--- config.mk ---
export PLATFORM = sky130hd
export DESIGN_NAME = geohash_neighbor_generator
export DESIGN_NICKNAME = d
export VERILOG_FILES = /design/src/ghn_pkg.sv /design/src/geohash_neighbor_generator.sv /design/src/ghn_unpack.sv /design/src/ghn_cell.sv
export SDC_FILE = /design/constraint.sdc
export NUM_CORES = 1
export LEC_CHECK = 0
export BUFFER_PORTS_ARGS = -buffer_cell sky130_fd_sc_hd__buf_2
export CELL_PAD_IN_SITES_DETAIL_PLACEMENT = 1
export CELL_PAD_IN_SITES_GLOBAL_PLACEMENT = 1
export CORE_MARGIN = 5
export CORE_UTILIZATION = 43
export CTS_CLUSTER_SIZE = 20
export DETAILED_ROUTE_END_ITERATION = 6
export PLACE_DENSITY_LB_ADDON = 0.1
export SYNTH_ARGS = -nofsm -noshare
export SYNTH_HDL_FRONTEND = slang
export SYNTH_SLANG_ARGS = --single-unit
--- constraint.sdc ---
create_clock -name clk -period 7.24 [get_ports clk]
set_input_delay 0.362 -clock clk [delete_from_list [all_inputs] [get_ports clk]]
set_output_delay 0.362 -clock clk [all_outputs]
set_load 0.02 [all_outputs]
--- src/ghn_pkg.sv ---
// ----------------------------------------------------------------------------
// ghn_pkg
// Shared constants and direction codes for the geohash neighbor generator.
// ----------------------------------------------------------------------------
package ghn_pkg;

	localparam int SYMBOL_BITS     = 5;
	localparam int MAX_SYMBOLS_DEF = 12;
	localparam int PREC_W          = 4;
	localparam int DIR_W           = 4;

	// direction = row*3 + column, row 0 south, column 0 west
	localparam logic [DIR_W-1:0] DIR_SW   = 4'd0;
	localparam logic [DIR_W-1:0] DIR_S    = 4'd1;
	localparam logic [DIR_W-1:0] DIR_SE   = 4'd2;
	localparam logic [DIR_W-1:0] DIR_W_   = 4'd3;
	localparam logic [DIR_W-1:0] DIR_SELF = 4'd4;
	localparam logic [DIR_W-1:0] DIR_E    = 4'd5;
	localparam logic [DIR_W-1:0] DIR_NW   = 4'd6;
	localparam logic [DIR_W-1:0] DIR_N    = 4'd7;
	localparam logic [DIR_W-1:0] DIR_NE   = 4'd8;

endpackage

--- src/geohash_neighbor_generator.sv ---
// ----------------------------------------------------------------------------
// geohash_neighbor_generator
// Each accepted item is loaded into the work registers, and its results are
// registered on the output register: 8 per item (9 with include_self), one
// per cycle while result_stall is low; the next item loads as the last leaves.
// Reset clears the work and output valid flags and sets include_self to 0.
// ----------------------------------------------------------------------------
module geohash_neighbor_generator import ghn_pkg::*; #(
	parameter int MAX_SYMBOLS = MAX_SYMBOLS_DEF,
	parameter int CODE_W      = SYMBOL_BITS * MAX_SYMBOLS
) (
	input  logic              clk,
	input  logic              arst_n,
	input  logic              cfg_wen,
	input  logic              cfg_wdata,
	input  logic              item_valid,
	output logic              item_stall,
	input  logic [CODE_W-1:0] geohash_code,
	input  logic [PREC_W-1:0] precision,
	output logic              result_valid,
	input  logic              result_stall,
	output logic [DIR_W-1:0]  direction,
	output logic              present,
	output logic [CODE_W-1:0] neighbor_code,
	output logic              last
);

	localparam int LON_W = (CODE_W + 1) / 2;
	localparam int LAT_W = CODE_W / 2;
	localparam int TOT_W = $clog2(CODE_W + 1);

	logic              include_self_q;

	// unpacked item
	logic [LON_W-1:0]  lon_c, lon_s1;
	logic [LAT_W-1:0]  lat_c, lat_s1;
	logic [LON_W-1:0]  lon_unit_c, lon_unit_s1;
	logic [LAT_W-1:0]  lat_unit_c, lat_unit_s1;
	logic [TOT_W-1:0]  shamt_c, shamt_s1;
	logic              nonzero_c, nonzero_s1;
	logic              valid_s1;
	logic [DIR_W-1:0]  dir_s1;

	// cell result
	logic              present_c;
	logic [CODE_W-1:0] code_c;

	logic              out_free;
	logic              emit;
	logic              emit_last;
	logic              take;
	logic [DIR_W-1:0]  dir_next;

	ghn_unpack #(
		.MAX_SYMBOLS (MAX_SYMBOLS),
		.CODE_W      (CODE_W),
		.LON_W       (LON_W),
		.LAT_W       (LAT_W),
		.TOT_W       (TOT_W)
	) u_unpack (
		.geohash_code (geohash_code),
		.precision    (precision),
		.lon_al       (lon_c),
		.lat_al       (lat_c),
		.lon_unit     (lon_unit_c),
		.lat_unit     (lat_unit_c),
		.shamt        (shamt_c),
		.nonzero      (nonzero_c)
	);

	ghn_cell #(
		.MAX_SYMBOLS (MAX_SYMBOLS),
		.CODE_W      (CODE_W),
		.LON_W       (LON_W),
		.LAT_W       (LAT_W),
		.TOT_W       (TOT_W)
	) u_cell (
		.direction     (dir_s1),
		.lon_al        (lon_s1),
		.lat_al        (lat_s1),
		.lon_unit      (lon_unit_s1),
		.lat_unit      (lat_unit_s1),
		.shamt         (shamt_s1),
		.nonzero       (nonzero_s1),
		.present       (present_c),
		.neighbor_code (code_c)
	);

	assign out_free   = !result_valid || !result_stall;
	assign emit       = valid_s1 && out_free;
	assign emit_last  = emit && (dir_s1 == DIR_NE);
	assign item_stall = valid_s1 && !emit_last;
	assign take       = item_valid && !item_stall;

	// emission order: self (optional), SW, S, SE, W, E, NW, N, NE
	always_comb begin
		case (dir_s1)
			DIR_SELF: dir_next = DIR_SW;
			DIR_W_:   dir_next = DIR_E;
			default:  dir_next = dir_s1 + DIR_W'(1);
		endcase
	end

	always_ff @(posedge clk or negedge arst_n) begin
		if (!arst_n) begin
			include_self_q <= 1'b0;
		end else if (cfg_wen) begin
			include_self_q <= cfg_wdata;
		end
	end

	always_ff @(posedge clk or negedge arst_n) begin
		if (!arst_n) begin
			valid_s1 <= 1'b0;
			dir_s1   <= DIR_SW;
		end else if (take) begin
			valid_s1 <= 1'b1;
			dir_s1   <= include_self_q ? DIR_SELF : DIR_SW;
		end else if (emit_last) begin
			valid_s1 <= 1'b0;
		end else if (emit) begin
			dir_s1 <= dir_next;
		end
	end

	always_ff @(posedge clk) begin
		if (take) begin
			lon_s1      <= lon_c;
			lat_s1      <= lat_c;
			lon_unit_s1 <= lon_unit_c;
			lat_unit_s1 <= lat_unit_c;
			shamt_s1    <= shamt_c;
			nonzero_s1  <= nonzero_c;
		end
	end

	always_ff @(posedge clk or negedge arst_n) begin
		if (!arst_n) begin
			result_valid <= 1'b0;
		end else if (out_free) begin
			result_valid <= valid_s1;
		end
	end

	always_ff @(posedge clk) begin
		if (emit) begin
			direction     <= dir_s1;
			present       <= present_c;
			neighbor_code <= code_c;
			last          <= (dir_s1 == DIR_NE);
		end
	end

endmodule

--- src/ghn_unpack.sv ---
// ----------------------------------------------------------------------------
// ghn_unpack
// Saturates the precision, left-aligns the code and splits it into
// MSB-aligned longitude and latitude words with their unit steps.
// ----------------------------------------------------------------------------
module ghn_unpack import ghn_pkg::*; #(
	parameter int MAX_SYMBOLS = MAX_SYMBOLS_DEF,
	parameter int CODE_W      = SYMBOL_BITS * MAX_SYMBOLS,
	parameter int LON_W       = (CODE_W + 1) / 2,
	parameter int LAT_W       = CODE_W / 2,
	parameter int TOT_W       = $clog2(CODE_W + 1)
) (
	input  logic [CODE_W-1:0] geohash_code,
	input  logic [PREC_W-1:0] precision,
	output logic [LON_W-1:0]  lon_al,
	output logic [LAT_W-1:0]  lat_al,
	output logic [LON_W-1:0]  lon_unit,
	output logic [LAT_W-1:0]  lat_unit,
	output logic [TOT_W-1:0]  shamt,
	output logic              nonzero
);

	logic [PREC_W-1:0] prec_sat;
	logic [TOT_W-1:0]  total;
	logic [TOT_W-1:0]  lon_bits;
	logic [TOT_W-1:0]  lat_bits;
	logic [CODE_W-1:0] aligned;

	always_comb begin
		if (precision > PREC_W'(MAX_SYMBOLS)) begin
			prec_sat = PREC_W'(MAX_SYMBOLS);
		end else begin
			prec_sat = precision;
		end
		total    = TOT_W'(prec_sat) * TOT_W'(SYMBOL_BITS);
		lon_bits = (total + TOT_W'(1)) >> 1;
		lat_bits = total >> 1;
		shamt    = TOT_W'(CODE_W) - total;
		nonzero  = (prec_sat != '0);
		// unused high bits fall off the top here
		aligned  = geohash_code << shamt;
		for (int j = 0; j < LON_W; j++) begin
			lon_al[LON_W-1-j] = aligned[CODE_W-1-2*j];
		end
		for (int j = 0; j < LAT_W; j++) begin
			lat_al[LAT_W-1-j] = aligned[CODE_W-2-2*j];
		end
		lon_unit = LON_W'(1) << (TOT_W'(LON_W) - lon_bits);
		lat_unit = LAT_W'(1) << (TOT_W'(LAT_W) - lat_bits);
	end

endmodule

--- src/ghn_cell.sv ---
// ----------------------------------------------------------------------------
// ghn_cell
// Steps the aligned coordinates one cell in the given direction, checks the
// poles and re-interleaves the result into a packed code.
// ----------------------------------------------------------------------------
module ghn_cell import ghn_pkg::*; #(
	parameter int MAX_SYMBOLS = MAX_SYMBOLS_DEF,
	parameter int CODE_W      = SYMBOL_BITS * MAX_SYMBOLS,
	parameter int LON_W       = (CODE_W + 1) / 2,
	parameter int LAT_W       = CODE_W / 2,
	parameter int TOT_W       = $clog2(CODE_W + 1)
) (
	input  logic [DIR_W-1:0]  direction,
	input  logic [LON_W-1:0]  lon_al,
	input  logic [LAT_W-1:0]  lat_al,
	input  logic [LON_W-1:0]  lon_unit,
	input  logic [LAT_W-1:0]  lat_unit,
	input  logic [TOT_W-1:0]  shamt,
	input  logic              nonzero,
	output logic              present,
	output logic [CODE_W-1:0] neighbor_code
);

	logic              west, east, south, north;
	logic [LON_W-1:0]  nlon;
	logic [LAT_W-1:0]  nlat;
	logic [CODE_W-1:0] aligned;

	always_comb begin
		west  = (direction == DIR_SW) || (direction == DIR_W_) || (direction == DIR_NW);
		east  = (direction == DIR_SE) || (direction == DIR_E)  || (direction == DIR_NE);
		south = (direction == DIR_SW) || (direction == DIR_S)  || (direction == DIR_SE);
		north = (direction == DIR_NW) || (direction == DIR_N)  || (direction == DIR_NE);

		// longitude wraps through the dropped carry of the aligned word
		if (west) begin
			nlon = lon_al - lon_unit;
		end else if (east) begin
			nlon = lon_al + lon_unit;
		end else begin
			nlon = lon_al;
		end
		if (south) begin
			nlat = lat_al - lat_unit;
		end else if (north) begin
			nlat = lat_al + lat_unit;
		end else begin
			nlat = lat_al;
		end

		present = nonzero
			&& !(south && (lat_al == '0))
			&& !(north && ((lat_al | (lat_unit - LAT_W'(1))) == '1));

		aligned = '0;
		for (int j = 0; j < LON_W; j++) begin
			aligned[CODE_W-1-2*j] = nlon[LON_W-1-j];
		end
		for (int j = 0; j < LAT_W; j++) begin
			aligned[CODE_W-2-2*j] = nlat[LAT_W-1-j];
		end

		if (present) begin
			neighbor_code = aligned >> shamt;
		end else begin
			neighbor_code = '0;
		end
	end

endmodule

# After elaboration in Yosys (flattened, before gate mapping)
# Cells that the tools add are included.
totals:
  register_bits: 200
  out_inout_bits: 68
  wordCells: 82
classes:
  n_lt_le_gt_ge: 1
  n_addsub: 10
  multipliers: 1
  n_shift: 4
  n_bitwise: 1
  reduce_logical: 29
  muxes: 12
  n_eq_ne: 10
ops:
  columns: ["cell", "n"]
  rows:
  - ["2-to-1 mux 30 bit", 4]
  - ["adder 30 bit", 2]
  - ["left shift 1 x 6 -> 30 bit (first input constant)", 2]
  - ["left shift 60 x 6 -> 60 bit", 1]
  - [">> shifter 60 x 6 -> 60 bit", 1]
  - ["subtractor 30 bit", 2]
  - ["equality test 30 bit (second input constant)", 1]
  - ["zero test 30 bit", 1]
  - ["OR 30 bit", 1]
  - ["subtractor 30 x 1 -> 30 bit (second input constant)", 1]
  - ["equality test 4 x 3 -> 1 bit (second input constant)", 4]
  - ["2-to-1 mux 4 bit", 4]
  - ["subtractor 5 x 5 -> 6 bit (first input constant)", 2]
  - ["logical OR 1 bit", 9]
  - ["equality test 4 x 2 -> 1 bit (second input constant)", 2]
  - ["logical AND 1 bit", 8]
  - ["one-hot mux 4 bit (2 select lines)", 1]
  - ["adder 6 x 1 -> 6 bit (second input constant)", 1]
  - ["zero test 1 bit", 6]
  - ["multiplier 4 x 3 -> 6 bit (second input constant)", 1]
  - ["subtractor 6 bit (first input constant)", 1]
  - ["adder 4 x 1 -> 4 bit (second input constant)", 1]
  - ["equality test 4 x 1 -> 1 bit (second input constant)", 1]
  - ["equality test 4 bit (second input constant)", 1]
  - ["8 further kinds", 10]

# Logic depth before layout (Yosys ltp)
logic_depth:
  ltp_word: 10
  mapped_depth: 18
  mapped_depth_nobuf: 15

# Hierarchy
# Synthesis repeated with hierarchy kept, for this count alone.
hier_totals:
  cells_unflattened: 3337
  hier_area_um2: 26800.7
modules_own_cells:
  columns: ["mod", "cells_per_inst", "area_per_inst_um2", "instances"]
  rows:
  - ["ghn_cell", 2243, 14819.2, 1]
  - ["geohash_neighbor_generator", 240, 6227.2, 1]
  - ["ghn_unpack", 854, 5754.3, 1]

# Worst setup path after synthesis
# OpenSTA, ideal clock, no wires.
synth_path:
  kind: "register -> register"
  startpoint: "register dir_s1[0]"
  endpoint: "register dir_s1[2]"
  setup_time_ns: 0.084
  required_time_ns: 7.156
  period_less_slack_ns: 5.699
  t_arrival_ns: 5.615
  setup_slack_ns: 1.541
  path_stages_with_launch: 11
  path_buffers: 2
  path_cell_list: "dfrtp_1 > inv_1 > ha_1 > clkbuf_1 > nand3b_1 > inv_1 > nand2_1 > nand2_1 > and2_1 > clkbuf_1 > mux2_2"
synth_via:
  elab_chain_cells: 8
  elab_cells_between_ends: 16
  classes_between: "add/sub: 1; eq/ne: 4; mux: 4; reduce/logical: 7"
synth_rtl:
  columns: ["element", "line", "source"]
  rows:
  - ["start, declared", "geohash_neighbor_generator.sv:42", "logic [DIR_W-1:0] dir_s1;"]
  - ["start signal, assigned", "geohash_neighbor_generator.sv:118", "dir_s1 <= include_self_q ? DIR_SELF : DIR_SW;"]
  - ["start signal, assigned", "geohash_neighbor_generator.sv:122", "dir_s1 <= dir_next;"]
  - ["equality test 4 bit *", "geohash_neighbor_generator.sv:91", "assign emit_last = emit && (dir_s1 == DIR_NE);"]
  - ["logical AND 1 bit *", "geohash_neighbor_generator.sv:91", null]
  - ["zero test 1 bit *", "geohash_neighbor_generator.sv:92", "assign item_stall = valid_s1 && !emit_last;"]
  - ["logical AND 1 bit *", "geohash_neighbor_generator.sv:92", null]
  - ["zero test 1 bit *", "geohash_neighbor_generator.sv:93", "assign take = item_valid && !item_stall;"]
  - ["logical AND 1 bit *", "geohash_neighbor_generator.sv:93", null]
  - ["named net take", "geohash_neighbor_generator.sv:51", "logic take;"]
  - ["!= test 2 x 1 -> 1 bit (no line) or nonzero test 2 bit (tied branches)", null, null]
  - ["AND reduction 2 bit (no line)", null, null]
# The timed path passes the listed nets; every way through them passes the cells marked *. The select of a mux whose other input is x is not followed.
# A chain may end at the register's enable or synchronous reset.

# Final worst setup path
layout_path:
  startpoint: "register dir_s1[0]"
  endpoint: "register neighbor_code[19] (data pin)"
layout_via:
  elab_chain_cells: 7
  elab_cells_between_ends: 27
  classes_between: "eq/ne: 7; shift: 1; mux: 4; reduce/logical: 15"
layout_rtl:
  columns: ["element", "line", "source"]
  rows:
  - ["branches (longest 7 deep; another with >> shifter 60 x 6 -> 60 bit)", null, null]
  - ["end signal, assigned", "geohash_neighbor_generator.sv:149", "neighbor_code <= code_c;"]
  - ["end, declared", "geohash_neighbor_generator.sv:24", "output logic [CODE_W-1:0] neighbor_code,"]
# Several ways; the timed one is not identified.

==> reports/qor.json <==
{
  "layout": {
    "mostFrequentLayoutCell": "sky130_fd_sc_hd__nor2_1",
    "nFillCells": 7093,
    "area_added_between_synthesis_and_finish_pct": 6.765,
    "final_layout_size_suffix_gt1_share_pct": 9.949,
    "mostFrequentLayoutCells": "334 x sky130_fd_sc_hd__nor2_1, 267 x sky130_fd_sc_hd__mux2i_1, 252 x sky130_fd_sc_hd__nand2_1",
    "final_net_count": 3350,
    "final_area_mm2": 0.02699
  },
  "critical_path": {
    "cp_slowest_cell": "sky130_fd_sc_hd__nor2_1",
    "cpMostUsedCell": "sky130_fd_sc_hd__buf_4",
    "cells_along_the_critical_path": "inv_1 -> ha_1 -> nor3_1 -> nor3_2 -> buf_4 -> nor2_1 -> buf_4 -> and3_1 -> a2111oi_0 -> a32oi_1 -> a21oi_1 -> a221oi_1 -> mux2i_1 -> mux4_2 -> o2bb2ai_1",
    "critical_path.max_fanout": 43,
    "worst_r2r_endpoint": "neighbor_code[19]",
    "critical_path.endpoint_type": "flip-flop",
    "r2r.worst_path.cells": 15,
    "timing.rr.start": "dir_s1[0]",
    "critical_path.max_stage_delay_ns": 0.92,
    "required_ns": 7.48,
    "timing_worst_setup_path_type": "flip-flop to flip-flop",
    "r2r_setup_slack_ns": 1.25,
    "critPathArrivalTime_ns": 6.23,
    "start_kind": "flip-flop"
  },
  "placed_design": {
    "detailed_place.area_mm2": 0.02645,
    "gp_congestion": 1.005,
    "number_of_input_and_output_port_buffers_inserted": 137,
    "detailedPlacementHpwl_um": 92350
  },
  "yosys": {
    "synth-main-ff-cell": "sky130_fd_sc_hd__edfxtp_1",
    "ys_seq_area_share_pct": 23.62,
    "synth_largest_type_area_fraction_pct": 22.92,
    "yosys_warnings": 0,
    "postSynthAreaPerCell_um2": 7.993,
    "ys_seq_elements": 200,
    "count_of_flip_flops_with_a_built_in_enable_after_synthesis": 193,
    "synthArstFlopShare_pct": 3.500,
    "post_synth_main_area_contributors": "sky130_fd_sc_hd__edfxtp_1 23%, sky130_fd_sc_hd__mux2i_1 11%, sky130_fd_sc_hd__ha_1 6.5%",
    "synthCells": 3163,
    "netlist_area_mm2": 0.02528,
    "postSynthNetCount": 3369,
    "netlist-cell-type-count": 99,
    "area_leader_netlist": "sky130_fd_sc_hd__edfxtp_1"
  },
  "global_routing": {
    "overflow": 0,
    "antenna_found_initial": 2,
    "gr-usage-all-layers_pct": 35.14,
    "grt_pass1_vias": 27140,
    "grt_max_degree": 81,
    "grt_pass1_wl_um": 173200
  },
  "power": {
    "vdd_drop_max_uv": 430.3,
    "comb_power_share_pct": 69.4,
    "total_leakage_power_nw": 10.37,
    "power.density_mw_per_mm2": 305.3,
    "power.internal_mw": 3.639,
    "power_switching_mw": 4.603,
    "clock_power_share_pct": 11.2,
    "power.sequential.fraction_pct": 19.4,
    "power_switching_share_pct": 55.85
  },
  "floorplan": {
    "num_rows": 88,
    "ioPinCount": 138,
    "starting_density_of_the_core_pct": 43.57,
    "floorplan.die.height_um": 252.5,
    "placeableCoreArea_mm2": 0.05803,
    "die_area_mm2": 0.06375,
    "die_w_um": 252.5
  },
  "routing": {
    "detailedRoute.firstPassIterationCount": 6,
    "ant_nets": 0,
    "drt_wl_total_um": 116800,
    "drcViolationCount": 0,
    "drt_iter0_drc": 3234,
    "wire_per_inst_um": 29.76,
    "vias_per_cell": 7.051,
    "dr_total_vias": 27660
  },
  "sta": {
    "finalHoldViolations": 0,
    "setup_violations": 0,
    "slew_violations": 1,
    "fmax_mhz": 167.0,
    "setup_total_neg_slack_ns": 0,
    "final.period_utilization_pct": 82.72,
    "min_period_ns": 5.989,
    "final_clock_skew_ns": 0.02048,
    "grt_setup_unrepaired": "no",
    "worstMarginPinSlew_ns": 1.482,
    "max-slew-margin-rel_pct": -0.08130
  },
  "status": {
    "outcome": "finished, violations left",
    "violations": "capacitance limit, slew limit"
  },
  "clock_network": {
    "cts_buffer_depth": 2,
    "postCtsSetupBuffers": 0,
    "cts_tree": "yes",
    "cts_htree_levels": 4,
    "numClockSinks": 200,
    "clockRootBuffer": "sky130_fd_sc_hd__clkbuf_16",
    "postCtsResizedCells": 0,
    "cts.reportedPaths.clkPinSlew_ns": 0.08,
    "clock_latency_on_the_worst_skew_pair_ns": 0.51,
    "tritoncts.num_buffers": 17
  },
  "flow_run": {
    "cap_violations": 1
  },
  "min_path": {
    "hold_path_depth": 2,
    "holdCritPathClass": "primary input to flip-flop",
    "critical_hold_path_startpoint": "item_valid",
    "min_delay_worst_endpoint": "valid_s1"
  }
}
## registers in the layout (all words and copies together) (netlist names), 4 cells and up
signal and cells:
lat_unit_s1 30, lon_unit_s1 30, dir_s1 4, lat_s1 30
neighbor_code 60, lon_s1 30, direction 4, shamt_s1 6
## synth_stat cells, types with 21 or more instances
master	number
sky130_fd_sc_hd__nor4_1	52
sky130_fd_sc_hd__clkbuf_1	169
sky130_fd_sc_hd__a211oi_1	80
sky130_fd_sc_hd__a22oi_1	21
sky130_fd_sc_hd__a221oi_1	29
sky130_fd_sc_hd__and3_1	24
sky130_fd_sc_hd__edfxtp_1	193
sky130_fd_sc_hd__mux2_2	24
sky130_fd_sc_hd__o221ai_1	23
sky130_fd_sc_hd__mux2i_1	267
sky130_fd_sc_hd__o21ai_0	155
sky130_fd_sc_hd__o211ai_1	60
sky130_fd_sc_hd__buf_1	36
sky130_fd_sc_hd__nand4_1	49
sky130_fd_sc_hd__o22ai_1	36
sky130_fd_sc_hd__or3_1	27
sky130_fd_sc_hd__xnor2_1	35
sky130_fd_sc_hd__nand2b_1	25
sky130_fd_sc_hd__mux4_2	21
sky130_fd_sc_hd__a21oi_1	208
sky130_fd_sc_hd__a31oi_1	31
sky130_fd_sc_hd__inv_1	148
sky130_fd_sc_hd__ha_1	131
sky130_fd_sc_hd__nor2b_1	44
sky130_fd_sc_hd__nand2_1	252
sky130_fd_sc_hd__o31ai_1	41
sky130_fd_sc_hd__nand3_1	81
sky130_fd_sc_hd__and2_1	37
sky130_fd_sc_hd__nor3_1	102
sky130_fd_sc_hd__a221o_1	21
sky130_fd_sc_hd__o21a_1	21
sky130_fd_sc_hd__nor2_1	335
sky130_fd_sc_hd__a21o_1	31
## what timing repair did
item,CTS,global route
hold buffers,1,0
endpoints found under the setup margin,0,0
endpoints found under the hold margin,7,0
## worst max path at each step
stage | from | end
floorplan | dir_s1[0] | dir_s1[2]
global placement | dir_s1[0] | neighbor_code[10]
detailed placement | dir_s1[0] | neighbor_code[10]
CTS | dir_s1[0] | neighbor_code[10]
global route | dir_s1[0] | neighbor_code[18]
finish | dir_s1[0] | neighbor_code[19]
## power groups by stage
stage	clock [mW]	sequential, mW	combinational [mW]
after global routing	0.986	1.61	5.94
final	0.926	1.60	5.72
after global placement	0	1.61	5.38
after detailed placement	0	1.62	5.46
after floorplan	0	1.64	3.43
after CTS	0.950	1.59	5.49
## metal layers
| layer | GRT usage (%) | share of wire (%) |
|---|---|---|
| met1 | 47.90 | 42 |
| met2 | 55.48 | 45 |
| met3 | 6.030 | 8.6 |
| met4 | 14.36 | 4.7 |
| met5 | 0 | 0 |
## through the flow
stage / hold WS, ns / setup WS, ns / total power, mW / util (%) / instances
global placement: 0.2030 / 1.555 / 6.996 / 45.58 / 3889
global route: 0.09249 / 0.9668 / 8.531 / 46.51 / 3921
finish: 0.08793 / 1.251 / 8.242 / 46.52 / 3923
detailed placement: 0.2106 / 1.450 / 7.083 / 45.58 / 3889
CTS: 0.04736 / 1.436 / 8.034 / 46.51 / 3921
floorplan: 0.06641 / 1.541 / 5.073 / - / 3163
## cell type report
type | instances | area, um^2 | share of cell area, %
Tap cell | 765 | 957.2 | 3.546
Sequential cell | 200 | 5971 | 22.12
Timing Repair Buffer | 176 | 980.9 | 3.634
Multi-Input combinational cell | 2595 | 17970 | 66.57
Clock inverter | 10 | 92.59 | 0.3430
Clock buffer | 21 | 440.4 | 1.632
Antenna cell | 2 | 5.005 | 0.01854
Inverter | 154 | 578.1 | 2.141
## kinds of logic (layout without fill, tap and decap cells)
kind of cell,count (synthesis),in the layout,share of synthesized area [%]
DFF,200,200,23.62
and+or+nand+nor,1097,1097,20.83
muxes,313,313,13.61
other,0,2,0
buffers and inverters,368,361,5.533
xor gates and xnor gates,42,42,1.455
adders and majority gates,136,136,6.879
AOI/OAI and AO/OA,1007,1007,28.07
## critical path, delay by kind of cell, from the launching register on
family	cells	cell delay (ns)
AO/OA/AOI/OAI	5	1.71
adder cells (fa/ha/maj)	1	0.31
buffers and inverters	3	0.82
flip-flops	1	0.51
multiplexers	2	0.84
AND/OR/NAND/NOR	4	1.49
No activity file was read; power rests on OpenSTA's default activity.
